**config.mk**
```make
export PLATFORM = sky130hd
export DESIGN_NAME = pcr_pid_lock_and_pacing_top
export DESIGN_NICKNAME = d
export VERILOG_FILES = /design/src/rtl/pcrl_pkg.sv /design/src/rtl/pcrl_lock.sv /design/src/rtl/pcrl_div90.sv /design/src/rtl/pcr_pid_lock_and_pacing_top.sv
export SDC_FILE = /design/constraint.sdc
export NUM_CORES = 2
export LEC_CHECK = 0
export ABC_CLOCK_PERIOD_IN_PS = 28700
export BUFFER_PORTS_ARGS = -buffer_cell sky130_fd_sc_hd__clkbuf_2
export CAP_MARGIN = 25
export CORE_ASPECT_RATIO = 1.25
export CORE_MARGIN = 1
export CORE_UTILIZATION = 55
export DETAILED_ROUTE_END_ITERATION = 8
export HOLD_SLACK_MARGIN = 0.12
export PLACE_DENSITY = 0.72
export SYNTH_ARGS = -nofsm -noshare
export SYNTH_HDL_FRONTEND = slang
export SYNTH_SLANG_ARGS = --single-unit
```
**constraint.sdc**
```tcl
create_clock -name i_clk -period 28.7 [get_ports i_clk]
set_clock_uncertainty 0.15 [all_clocks]
set_input_delay 4.305 -clock i_clk [delete_from_list [all_inputs] [get_ports i_clk]]
set_output_delay 4.305 -clock i_clk [all_outputs]
set_load 0.02 [all_outputs]
```
**src/rtl/pcrl_pkg.sv**
```systemverilog
// Shared types and constants for the PCR PID lock and pacing block.
package pcrl_pkg;

    localparam int TABLE_DEPTH_DEF = 16;

    localparam int PID_W      = 13;
    localparam int PCR_W      = 33;
    localparam int CNT_W      = 3;
    localparam int MS_W       = 27;
    localparam int CFG_IDX_W  = 1;
    localparam int CFG_DATA_W = 3;

    localparam logic [CNT_W-1:0] CNT_MAX        = 3'd7;
    localparam logic [CNT_W-1:0] FIRST_LOCK_RST = 3'd3;
    localparam logic [CNT_W-1:0] RELOCK_RST     = 3'd5;

    // configuration register indexes
    localparam logic [CFG_IDX_W-1:0] CFG_FIRST_LOCK = 1'd0;
    localparam logic [CFG_IDX_W-1:0] CFG_RELOCK     = 1'd1;

    // x / 90 is (x >> 1) / 45; the quotient by 45 uses floor(2^37 / 45)
    localparam int             RECIP_SHIFT   = 37;
    localparam logic [31:0]    RECIP_45      = 32'd3054198966;
    localparam logic [PCR_W-1:0] HALF_TICKS_MS = 33'd45;

    typedef struct packed {
        logic             resync;
        logic [PID_W-1:0] pid;
        logic             pcr_present;
        logic [PCR_W-1:0] pcr_value;
    } t_in_item;

    typedef struct packed {
        logic             lock_valid;
        logic [PID_W-1:0] locked_pid;
        logic             pcr_update;
        logic             timing_restarted;
        logic [MS_W-1:0]  elapsed_ms;
    } t_out_item;

    // item between the lock stage and the divider
    typedef struct packed {
        logic             lock_valid;
        logic [PID_W-1:0] locked_pid;
        logic             pcr_update;
        logic             timing_restarted;
        logic [PCR_W-1:0] tick_diff;
    } t_mid_item;

endpackage

```
**src/rtl/pcrl_lock.sv**
```systemverilog
// Candidate table, PID lock and reference base; registers the tick difference per item.
module pcrl_lock #(
    parameter int TABLE_DEPTH = pcrl_pkg::TABLE_DEPTH_DEF
) (
    input  logic                                i_clk,
    input  logic                                i_rst_n,
    input  logic                                i_cfg_we,
    input  logic [pcrl_pkg::CFG_IDX_W-1:0]      i_cfg_idx,
    input  logic [pcrl_pkg::CFG_DATA_W-1:0]     i_cfg_data,
    input  logic                                i_in_valid,
    output logic                                o_in_stall,
    input  pcrl_pkg::t_in_item                  i_in_item,
    input  logic                                i_mid_stall,
    output logic                                o_mid_valid,
    output pcrl_pkg::t_mid_item                 o_mid_item
);
    import pcrl_pkg::*;

    logic [CNT_W-1:0]       r_first_thr;
    logic [CNT_W-1:0]       r_relock_thr;
    logic                   r_lock;
    logic [PID_W-1:0]       r_lock_pid;
    logic [PID_W-1:0]       r_cand_pid [TABLE_DEPTH];
    logic [CNT_W-1:0]       r_cand_cnt [TABLE_DEPTH];
    logic [PCR_W-1:0]       r_ref_base;
    logic                   r_ref_valid;
    logic                   r_mid_valid;
    t_mid_item              r_mid_item;

    logic                   in_acc;
    logic [TABLE_DEPTH-1:0] hit;
    logic [TABLE_DEPTH-1:0] empty;
    logic [TABLE_DEPTH-1:0] first_empty;
    logic [CNT_W-1:0]       hit_cnt;
    logic [CNT_W-1:0]       cnt_new;
    logic [CNT_W-1:0]       thr;
    logic [CNT_W-1:0]       thr_eff;
    logic                   is_locked;
    logic                   lock_now;
    logic                   upd;
    logic                   ref_ok;
    logic                   restart;
    logic [PCR_W-1:0]       base;
    t_mid_item              n_mid_item;

    assign o_in_stall = r_mid_valid && i_mid_stall;
    assign in_acc     = i_in_valid && !o_in_stall;

    always_comb begin
        hit_cnt = '0;
        for (int i = 0; i < TABLE_DEPTH; i++) begin
            empty[i] = (r_cand_cnt[i] == '0);
            hit[i]   = !empty[i] && (r_cand_pid[i] == i_in_item.pid);
            if (hit[i]) begin
                hit_cnt = hit_cnt | ((r_cand_cnt[i] == CNT_MAX) ? CNT_MAX
                                     : r_cand_cnt[i] + CNT_W'(1));
            end
        end
    end

    // isolate the lowest empty entry
    assign first_empty = empty & (~empty + TABLE_DEPTH'(1));

    always_comb begin
        if (|hit) begin
            cnt_new = hit_cnt;
        end else if (|empty) begin
            cnt_new = CNT_W'(1);
        end else begin
            cnt_new = '0;
        end
        thr       = r_lock ? r_relock_thr : r_first_thr;
        thr_eff   = (thr == '0) ? CNT_W'(1) : thr;
        is_locked = r_lock && (i_in_item.pid == r_lock_pid);
        lock_now  = i_in_item.pcr_present && !is_locked && (cnt_new != '0)
                    && (cnt_new >= thr_eff);
        upd       = i_in_item.pcr_present && (is_locked || lock_now);
        ref_ok    = r_ref_valid && !i_in_item.resync && !lock_now;
        restart   = upd && !ref_ok;
        base      = restart ? i_in_item.pcr_value : r_ref_base;

        n_mid_item.lock_valid       = r_lock || lock_now;
        n_mid_item.locked_pid       = lock_now ? i_in_item.pid : r_lock_pid;
        n_mid_item.pcr_update       = upd;
        n_mid_item.timing_restarted = restart;
        n_mid_item.tick_diff        = upd ? (i_in_item.pcr_value - base) : '0;
    end

    always_ff @(posedge i_clk) begin
        if (!i_rst_n) begin
            r_first_thr  <= FIRST_LOCK_RST;
            r_relock_thr <= RELOCK_RST;
            r_lock       <= 1'b0;
            r_lock_pid   <= '0;
            r_ref_valid  <= 1'b0;
            r_mid_valid  <= 1'b0;
            for (int i = 0; i < TABLE_DEPTH; i++) begin
                r_cand_cnt[i] <= '0;
            end
        end else begin
            if (i_cfg_we) begin
                unique case (i_cfg_idx)
                    CFG_FIRST_LOCK: r_first_thr  <= i_cfg_data;
                    CFG_RELOCK:     r_relock_thr <= i_cfg_data;
                endcase
            end
            if (in_acc) begin
                r_mid_valid <= 1'b1;
            end else if (!i_mid_stall) begin
                r_mid_valid <= 1'b0;
            end
            if (in_acc) begin
                // a new base wins over a seek on the same item
                if (restart) begin
                    r_ref_valid <= 1'b1;
                end else if (i_in_item.resync) begin
                    r_ref_valid <= 1'b0;
                end
                if (lock_now) begin
                    r_lock     <= 1'b1;
                    r_lock_pid <= i_in_item.pid;
                end
                // locked PID carried a PCR: clear table, otherwise count this PID
                if (upd) begin
                    for (int i = 0; i < TABLE_DEPTH; i++) begin
                        r_cand_cnt[i] <= '0;
                    end
                end else if (i_in_item.pcr_present) begin
                    for (int i = 0; i < TABLE_DEPTH; i++) begin
                        if (hit[i]) begin
                            r_cand_cnt[i] <= hit_cnt;
                        end else if (!(|hit) && first_empty[i]) begin
                            r_cand_cnt[i] <= CNT_W'(1);
                        end
                    end
                end
            end
        end
    end

    always_ff @(posedge i_clk) begin
        if (in_acc) begin
            r_mid_item <= n_mid_item;
            if (restart) begin
                r_ref_base <= i_in_item.pcr_value;
            end
            if (i_in_item.pcr_present && !upd) begin
                for (int i = 0; i < TABLE_DEPTH; i++) begin
                    if (!(|hit) && first_empty[i]) begin
                        r_cand_pid[i] <= i_in_item.pid;
                    end
                end
            end
        end
    end

    assign o_mid_valid = r_mid_valid;
    assign o_mid_item  = r_mid_item;

endmodule

```
**src/rtl/pcrl_div90.sv**
```systemverilog
// Two-stage divide of the tick difference by 90 (reciprocal multiply plus one correction).
module pcrl_div90 (
    input  logic                  i_clk,
    input  logic                  i_rst_n,
    input  logic                  i_mid_valid,
    output logic                  o_mid_stall,
    input  pcrl_pkg::t_mid_item   i_mid_item,
    output logic                  o_out_valid,
    input  logic                  i_out_stall,
    output pcrl_pkg::t_out_item   o_out_item
);
    import pcrl_pkg::*;

    logic                 r_s2_valid;
    t_mid_item            r_s2_item;
    logic [31:0]          r_s2_half;
    logic [63:0]          r_s2_prod;
    logic                 r_out_valid;
    t_out_item            r_out_item;

    logic                 out_free;
    logic                 s2_free;
    logic [31:0]          half;
    logic [MS_W-1:0]      q0;
    logic [PCR_W-1:0]     q0_x45;
    logic [PCR_W-1:0]     rem;
    logic [MS_W-1:0]      quot;

    assign out_free    = !r_out_valid || !i_out_stall;
    assign s2_free     = !r_s2_valid || out_free;
    assign o_mid_stall = !s2_free;
    assign half        = i_mid_item.tick_diff[PCR_W-1:1];

    // q0 is the quotient or one less; the remainder check fixes it
    always_comb begin
        q0     = r_s2_prod[63:RECIP_SHIFT];
        q0_x45 = PCR_W'(q0) * HALF_TICKS_MS;
        rem    = PCR_W'(r_s2_half) - q0_x45;
        quot   = q0 + MS_W'(rem >= HALF_TICKS_MS);
    end

    always_ff @(posedge i_clk) begin
        if (!i_rst_n) begin
            r_s2_valid  <= 1'b0;
            r_out_valid <= 1'b0;
        end else begin
            if (s2_free) begin
                r_s2_valid <= i_mid_valid;
            end
            if (out_free) begin
                r_out_valid <= r_s2_valid;
            end
        end
    end

    always_ff @(posedge i_clk) begin
        if (s2_free && i_mid_valid) begin
            r_s2_item <= i_mid_item;
            r_s2_half <= half;
            r_s2_prod <= 64'(half) * 64'(RECIP_45);
        end
        if (out_free && r_s2_valid) begin
            r_out_item.lock_valid       <= r_s2_item.lock_valid;
            r_out_item.locked_pid       <= r_s2_item.locked_pid;
            r_out_item.pcr_update       <= r_s2_item.pcr_update;
            r_out_item.timing_restarted <= r_s2_item.timing_restarted;
            r_out_item.elapsed_ms       <= quot;
        end
    end

    assign o_out_valid = r_out_valid;
    assign o_out_item  = r_out_item;

endmodule

```
**src/rtl/pcr_pid_lock_and_pacing_top.sv**
```systemverilog
// Top level: PCR PID lock and pacing, lock stage followed by the divide-by-90 pipeline.
// Each item is registered in the lock stage, then in the divider product stage, then in the output stage.
// One item per cycle while not stalled; the lock table and reference update in the accept cycle.
// The divide by 90 is a 32x32 reciprocal multiply, registered, then a one-step correction.
// Reset (i_rst_n low, synchronous): no PID locked, table empty, no reference base,
// thresholds back to 3 and 5, pipeline empty. No clearing pass is needed.
module pcr_pid_lock_and_pacing_top #(
    parameter int TABLE_DEPTH = pcrl_pkg::TABLE_DEPTH_DEF
) (
    input  logic                            i_clk,
    input  logic                            i_rst_n,
    input  logic                            i_cfg_we,
    input  logic [pcrl_pkg::CFG_IDX_W-1:0]  i_cfg_idx,
    input  logic [pcrl_pkg::CFG_DATA_W-1:0] i_cfg_data,
    input  logic                            i_in_valid,
    output logic                            o_in_stall,
    input  pcrl_pkg::t_in_item              i_in_item,
    output logic                            o_out_valid,
    input  logic                            i_out_stall,
    output pcrl_pkg::t_out_item             o_out_item
);
    import pcrl_pkg::*;

    logic      mid_valid;
    logic      mid_stall;
    t_mid_item mid_item;

    pcrl_lock #(
        .TABLE_DEPTH (TABLE_DEPTH)
    ) u_lock (
        .i_clk       (i_clk),
        .i_rst_n     (i_rst_n),
        .i_cfg_we    (i_cfg_we),
        .i_cfg_idx   (i_cfg_idx),
        .i_cfg_data  (i_cfg_data),
        .i_in_valid  (i_in_valid),
        .o_in_stall  (o_in_stall),
        .i_in_item   (i_in_item),
        .i_mid_stall (mid_stall),
        .o_mid_valid (mid_valid),
        .o_mid_item  (mid_item)
    );

    pcrl_div90 u_div (
        .i_clk       (i_clk),
        .i_rst_n     (i_rst_n),
        .i_mid_valid (mid_valid),
        .o_mid_stall (mid_stall),
        .i_mid_item  (mid_item),
        .o_out_valid (o_out_valid),
        .i_out_stall (i_out_stall),
        .o_out_item  (o_out_item)
    );

endmodule

```
# Word-level counts from Yosys, hierarchy flattened
# Memories as Yosys holds them, arrays and structs flattened.
# Index checks and enable logic that the tools add are counted.
dict set report totals {
  reg_bits 260
  mem_bits_rw 256
  n_memories 2
  output_inout_bits 45
  word_cells 663
}
dict set report op_classes {
  n_eq_ne 33
  bitwise_logic 66
  n_reduce_logical 117
  n_mul 2
  add_sub_neg 20
  muxes 396
  magnitude_cmp 2
}
# name words width rd rd_ports_with_merged_regs write_ports line
set memory_table {}
lappend memory_table {u_lock.r_cand_pid 16 13 16 0 1 pcrl_lock.sv:23} ;# logic [PID_W-1:0] r_cand_pid [TABLE_DEPTH];
lappend memory_table {u_lock.r_cand_cnt 16 3 16 0 16 pcrl_lock.sv:24} ;# logic [CNT_W-1:0] r_cand_cnt [TABLE_DEPTH];
# op count
set op_table {}
lappend op_table {{two-way mux 1 bit} 281}
lappend op_table {{two-way mux 3 bit} 83}
lappend op_table {{equality test 13 bit} 17}
lappend op_table {{two-way mux 13 bit} 16}
lappend op_table {{OR reduction 13 bit} 15}
lappend op_table {{multiplier 32 x 31 -> 63 bit, second input constant} 1}
lappend op_table {{two-way mux 4 bit} 15}
lappend op_table {{zero test 3 bit} 17}
lappend op_table {{adder 3 x 1 -> 3 bit, second input constant} 16}
lappend op_table {{equality test 3 bit, second input constant} 16}
lappend op_table {{bitwise OR 1 bit} 48}
lappend op_table {{logical AND 1 bit} 45}
lappend op_table {{bitwise OR 3 bit} 15}
lappend op_table {{>= comparator 33 x 6 -> 1 bit, second input constant} 1}
lappend op_table {{multiplier 27 x 6 -> 33 bit, second input constant} 1}
lappend op_table {{two-way mux 33 bit} 1}
lappend op_table {{subtractor 32 x 33 -> 33 bit} 1}
lappend op_table {{subtractor 33 bit} 1}
lappend op_table {{OR reduction 16 bit} 2}
lappend op_table {{adder 27 x 1 -> 27 bit} 1}
lappend op_table {{zero test 1 bit} 27}
lappend op_table {{adder 16 x 1 -> 16 bit, second input constant} 1}
lappend op_table {{AND 16 bit} 1}
lappend op_table {{NOT 16 bit} 1}
lappend op_table {{other kinds (6)} 13}

# Depth between registers and ports, before layout
# An unclocked memory read counts as a cell.
dict set report depth {
  word_depth 62
  mapped_depth 41
}

# Modules after synthesis
# From an unflattened synthesis, not the netlist that was laid out.
dict set report unflattened {
  hier_cells 3700
  area_unflattened_um2 42020.3
}
# module cells_each area_each_um2 instances
set by_module_without_submodules {}
lappend by_module_without_submodules {pcrl_div90 2168 23296.1 1}
lappend by_module_without_submodules {pcrl_lock 1532 18724.2 1}

# Worst setup path before layout
# Ideal clock, no wire load.
dict set report synth_timing {
  kind {input-to-reg}
  startpoint {input port i_in_item[46] (netlist name)}
  endpoint {register u_lock.r_mid_item, in the netlist u_lock.o_mid_item[28] (data pin)}
  required_ps 28284
  path_stages 40
  arrival_time_ps 11634
  setup_ps 266
  setup_slack_ps 16650
  n_path_buf 5
  cell_sequence {buf_4 > xor2_1 > nor4_1 > nand2_1 > nor4_1 > a221o_1 > or4b_1 > buf_2 > clkbuf_1 > nor2_1 > ha_1 > nand2b_1 > a21oi_1 > nor2b_1 > o21ai_0 > nor2_1 > o41ai_4 > and2_1 > [... 4 more ...] > inv_1 > fa_1 > nand3b_1 > a21boi_0 > o21ai_0 > a21boi_0 > o21a_1 > nor2_1 > o211a_1 > a41oi_1 > a211oi_1 > nor3_2 > a21oi_1 > o21ai_2 > a211oi_1 > o31ai_1 > xnor2_1 > nor2_1}
}
dict set report synth_via {
  elab_chain_len 43
  word_cells_on_any_way 81
  classes_between {add/sub: 1; order compare: 1; eq/ne: 17; mux: 18; bitwise: 15; reduce/logical: 29}
}
# item line
set synth_rtl {}
lappend synth_rtl {{start, declared} pcr_pid_lock_and_pacing_top.sv:17} ;# input pcrl_pkg::t_in_item i_in_item,
lappend synth_rtl {{branches (longest 40 deep; another with equality test 13 bit)} --}
lappend synth_rtl {{logical AND 1 bit *} pcrl_lock.sv:79} ;# restart = upd && !ref_ok;
lappend synth_rtl {{two-way mux 33 bit *} pcrl_lock.sv:80} ;# base = restart ? i_in_item.pcr_value : r_ref_base;
lappend synth_rtl {{net u_lock.base[1]} pcrl_lock.sv:43} ;# logic [PCR_W-1:0] base;
lappend synth_rtl {{subtractor 33 bit *} pcrl_lock.sv:86} ;# n_mid_item.tick_diff = upd ? (i_in_item.pcr_value - base) : '0;
lappend synth_rtl {{end signal, assigned} pcrl_lock.sv:143} ;# r_mid_item <= n_mid_item;
lappend synth_rtl {{end, declared} pcrl_lock.sv:28} ;# t_mid_item r_mid_item;
# Mark *: on every way through the listed nets, which the timed path passes.
# A chain may end at the register's enable or synchronous reset.

# Final worst setup path
dict set report layout_timing {
  startpoint {input port i_in_item[44] (netlist name)}
  endpoint {register u_lock.r_mid_item, in the netlist u_lock.o_mid_item[26] (data pin)}
}
# The elaborated chain is that of the path after synthesis.

==> metrics.md <==
| Metric | Value |
|---|---|
| Most frequent cells in the layout | 734 x inv_1, 481 x ha_1, 453 x edfxtp_1, 429 x fa_1, 184 x xor2_1 |
| Crit. End Element | flip-flop |
| Setup_tns | 0 ns |
| CORE AREA | 73,500 um2 |
| Hpwl dp | a little under 80,000 um |
| WHS | 0.268 ns |
| Drt pass-1 iters | 5 |
| Outcome | completed |
| Setup violators final | 0 |
| Overall die height | roughly 310 um |
| H-tree lvl count | 2 |
| Period utilization | 45.5% |
| DR vias | between 20k and 30k |
| Routed vias/inst | about 5.6 |
| Initial antenna violation count | 1 |
| #FFs+latches synth | between 400 and 500 |
| Post-route ant nets | 0 |
| # placed instances | 4,605 |
| Most common cell after layout, fill and taps aside | inv_1 |
| Clock Path Buffers | 3 |
| Post-synthesis sequential area ratio | 34.5% |
| Vias in the first global route | approximately 28k |
| Grt ovf | 0 |
| CTS root buf | clkbuf_16 |
| Slowest-stage cell, CP | or4b_1 |
| P&R area growth vs syn | 8.05% |
| Row count | roughly 110 |
| DRC violations left | 0 |
| Tmin final | about 13 ns |
| Largest net degree at the start of global routing | 55 |
| Worst slew pin tran | around 1.1 ns |
| Clk sinks | 479 |
| WS Path Type | input pin to flip-flop |
| Ys flop type | edfxtp_1 |
| FILL cells | 5,888 |
| Clk_lat worst skew | 0.64 ns |
| Number of I/O port buffers | 101 |
| First-pass GRT wire length | about 160,000 um |
| Total die area | roughly 76,000 um2 |
| Number of hold buffers added after CTS | 0 |
| Fraction of registers with async set/reset | 0% |
| Number of flops mapped to enable cells by yosys | between 400 and 500 |
| GRT Overall Usage | a little over a quarter |
| WP data arrival | around 13 ns |
| Slew headroom | just under 30% |
| Unique masters post-synth | between 80 and 90 |
| CP Max Fanout | 38 |
| Layout cells sized above 1 | 7.18% |
| Syn_area_per_cell | approximately 12 um2 |
| Post-synthesis net count | 4,528 |
| Unrepaired setup endpoints after global routing | no |
| Area of the mapped netlist | approximately 41,000 um2 |
| CP Launch Type | input pin |
| Nets@finish | about 4.7k |
| Die Wd | 246 um |
| 1st-iter DRT viols | 1,394 |
| Initial Util | between 50% and 60% |
| Post-CTS sizing | 0 |
| Postcts setup bufs | 0 |
| R2R Setup Slk | roughly 18 ns |
| Yosys warns | 0 |
| CTS Buf Count | between 40 and 50 |
| I/O pin total | between 100 and 150 |
| Maximum clock frequency | 0.0765 GHz |
| Crit path top cell by count | nor2_1 |
| Req. time, crit path | between 20 and 30 ns |
| Final Hold Viols | 0 |
| Area of the multi-input gates | 23,700 um2 |
| Max_cap viols | 0 |
| Hold Crit Class | flip-flop to flip-flop |
| Worst path max stage delay | 0.91 ns |
| Routed length per instance | around 21 um |
| Reg clk slew, reported paths | ~0.060 ns |
| Syn Inst Count | 3,561 |
| CTS tree | built |
| ANT cells | 0 |
| Final std cells w/o fill | about 4.7k |
| Gpl congestion | between 1 and 1.5 |
| Drt total wl | between 90,000 and 100,000 um |
| Seq. cell area | 14,100 um2 |
| Slew Limit Fails | 0 |
## registers in the layout, indices dropped and copies added, names as in the netlist
signal	cells
u_lock.r_lock	1
u_lock.r_cand_cnt	48
u_lock.r_ref_base	33
u_div.r_s2_valid	1
u_lock.r_cand_pid	208
u_div.r_s2_item	16
u_div.o_out_item	43
u_lock.r_first_thr	3
u_lock.r_ref_valid	1
u_lock.o_mid_item	48
u_lock.r_lock_pid	13
u_lock.r_relock_thr	3
u_div.r_s2_prod	27
u_div.r_s2_half	32
u_div.o_out_valid	1
u_lock.o_mid_valid	1
## final cells by class
class	instances	area share [%]
Clock inverter	31	0.746
Tap cell	960	2.71
Sequential cell	479	31.9
Inverter	736	6.24
Multi-Input combinational cell	2288	53.6
Clock buffer	57	2.91
Timing Repair Buffer	142	1.84
## stage by stage
stage / utilization (%) / worst slack (ns) / instance area [um2]
floorplan: - / 16.65 / 41000
global placement: 58.0 / 15.23 / 42600
detailed placement: 58.0 / 15.03 / 42600
CTS: 60.2 / 15.65 / 44300
global route: 60.2 / 14.82 / 44300
finish: 60.2 / 15.63 / 44300
## path summary, 6_finish.rpt
kind                                                           from                                   to  cells past startpoint
worst max register to register  u_lock.o_mid_item[15]$_SDFFCE_PN0P_        u_div.r_s2_prod[63]$_DFFE_PP_                     31
worst min-delay path                  u_div.r_s2_item[44]$_DFFE_PP_       u_div.o_out_item[38]$_DFFE_PP_                      0
worst min register to register        u_div.r_s2_item[44]$_DFFE_PP_       u_div.o_out_item[38]$_DFFE_PP_                      0
worst max-delay path                                  i_in_item[44]  u_lock.o_mid_item[26]$_SDFFCE_PN0P_                     38
## critical path: cells and delay by family
kind / cells / cell delay, ns
muxes: 1 / 0.27
adders and majority gates: 2 / 0.66
xor gates and xnor gates: 2 / 0.39
buffers and inverters: 5 / 1.56
AOI/OAI and AO/OA: 15 / 2.83
and+or+nand+nor: 13 / 3.15
## routing by layer
layer  wire length, um  global-route usage, %  vias up
met5                13                      0        -
met4              5790                   13.7        2
met3              4840                   3.24      281
met2             50400                   48.9      802
met1             37600                   31.9    12900
li1                  -                      -    12200
## cell families (layout without fill, tap and decap cells)
| logic type | Yosys count | count (layout) | share of synthesized area [%] |
|---|---|---|---|
| mux | 55 | 55 | 1.38 |
| compound gates | 372 | 372 | 6.08 |
| xor+xnor | 315 | 315 | 6.74 |
| flops | 479 | 479 | 34.5 |
| buf+inv | 794 | 966 | 7.72 |
| fa+ha+maj | 914 | 914 | 35.8 |
| simple gates | 632 | 632 | 7.85 |
## cell usage after synthesis (12+ instances only)
library cell / count / area (um2)
a211oi_1: 13 / 97.6
a21boi_0: 12 / 90.1
a21o_1: 34 / 255
a21oi_1: 106 / 531
a22o_1: 12 / 105
and3_1: 13 / 81.3
buf_6: 15 / 169
clkbuf_1: 27 / 101
dfxtp_1: 26 / 521
edfxtp_1: 453 / 13600
fa_1: 429 / 8590
ha_1: 481 / 6020
inv_1: 736 / 2760
mux2i_1: 44 / 440
nand2_1: 123 / 462
nand2b_1: 48 / 300
nand3_1: 58 / 290
nand4_1: 45 / 282
nor2_1: 156 / 586
nor2b_1: 46 / 288
nor3_1: 28 / 140
nor4_1: 46 / 288
o21a_1: 14 / 105
o21ai_0: 63 / 315
o21bai_1: 18 / 135
o22ai_1: 19 / 119
or3_1: 21 / 131
xnor2_1: 131 / 1150
xor2_1: 184 / 1610
Power is left out: the tool's default activity adds up to more than one toggle a clock period on the data nets, which glitch-free logic cannot reach.
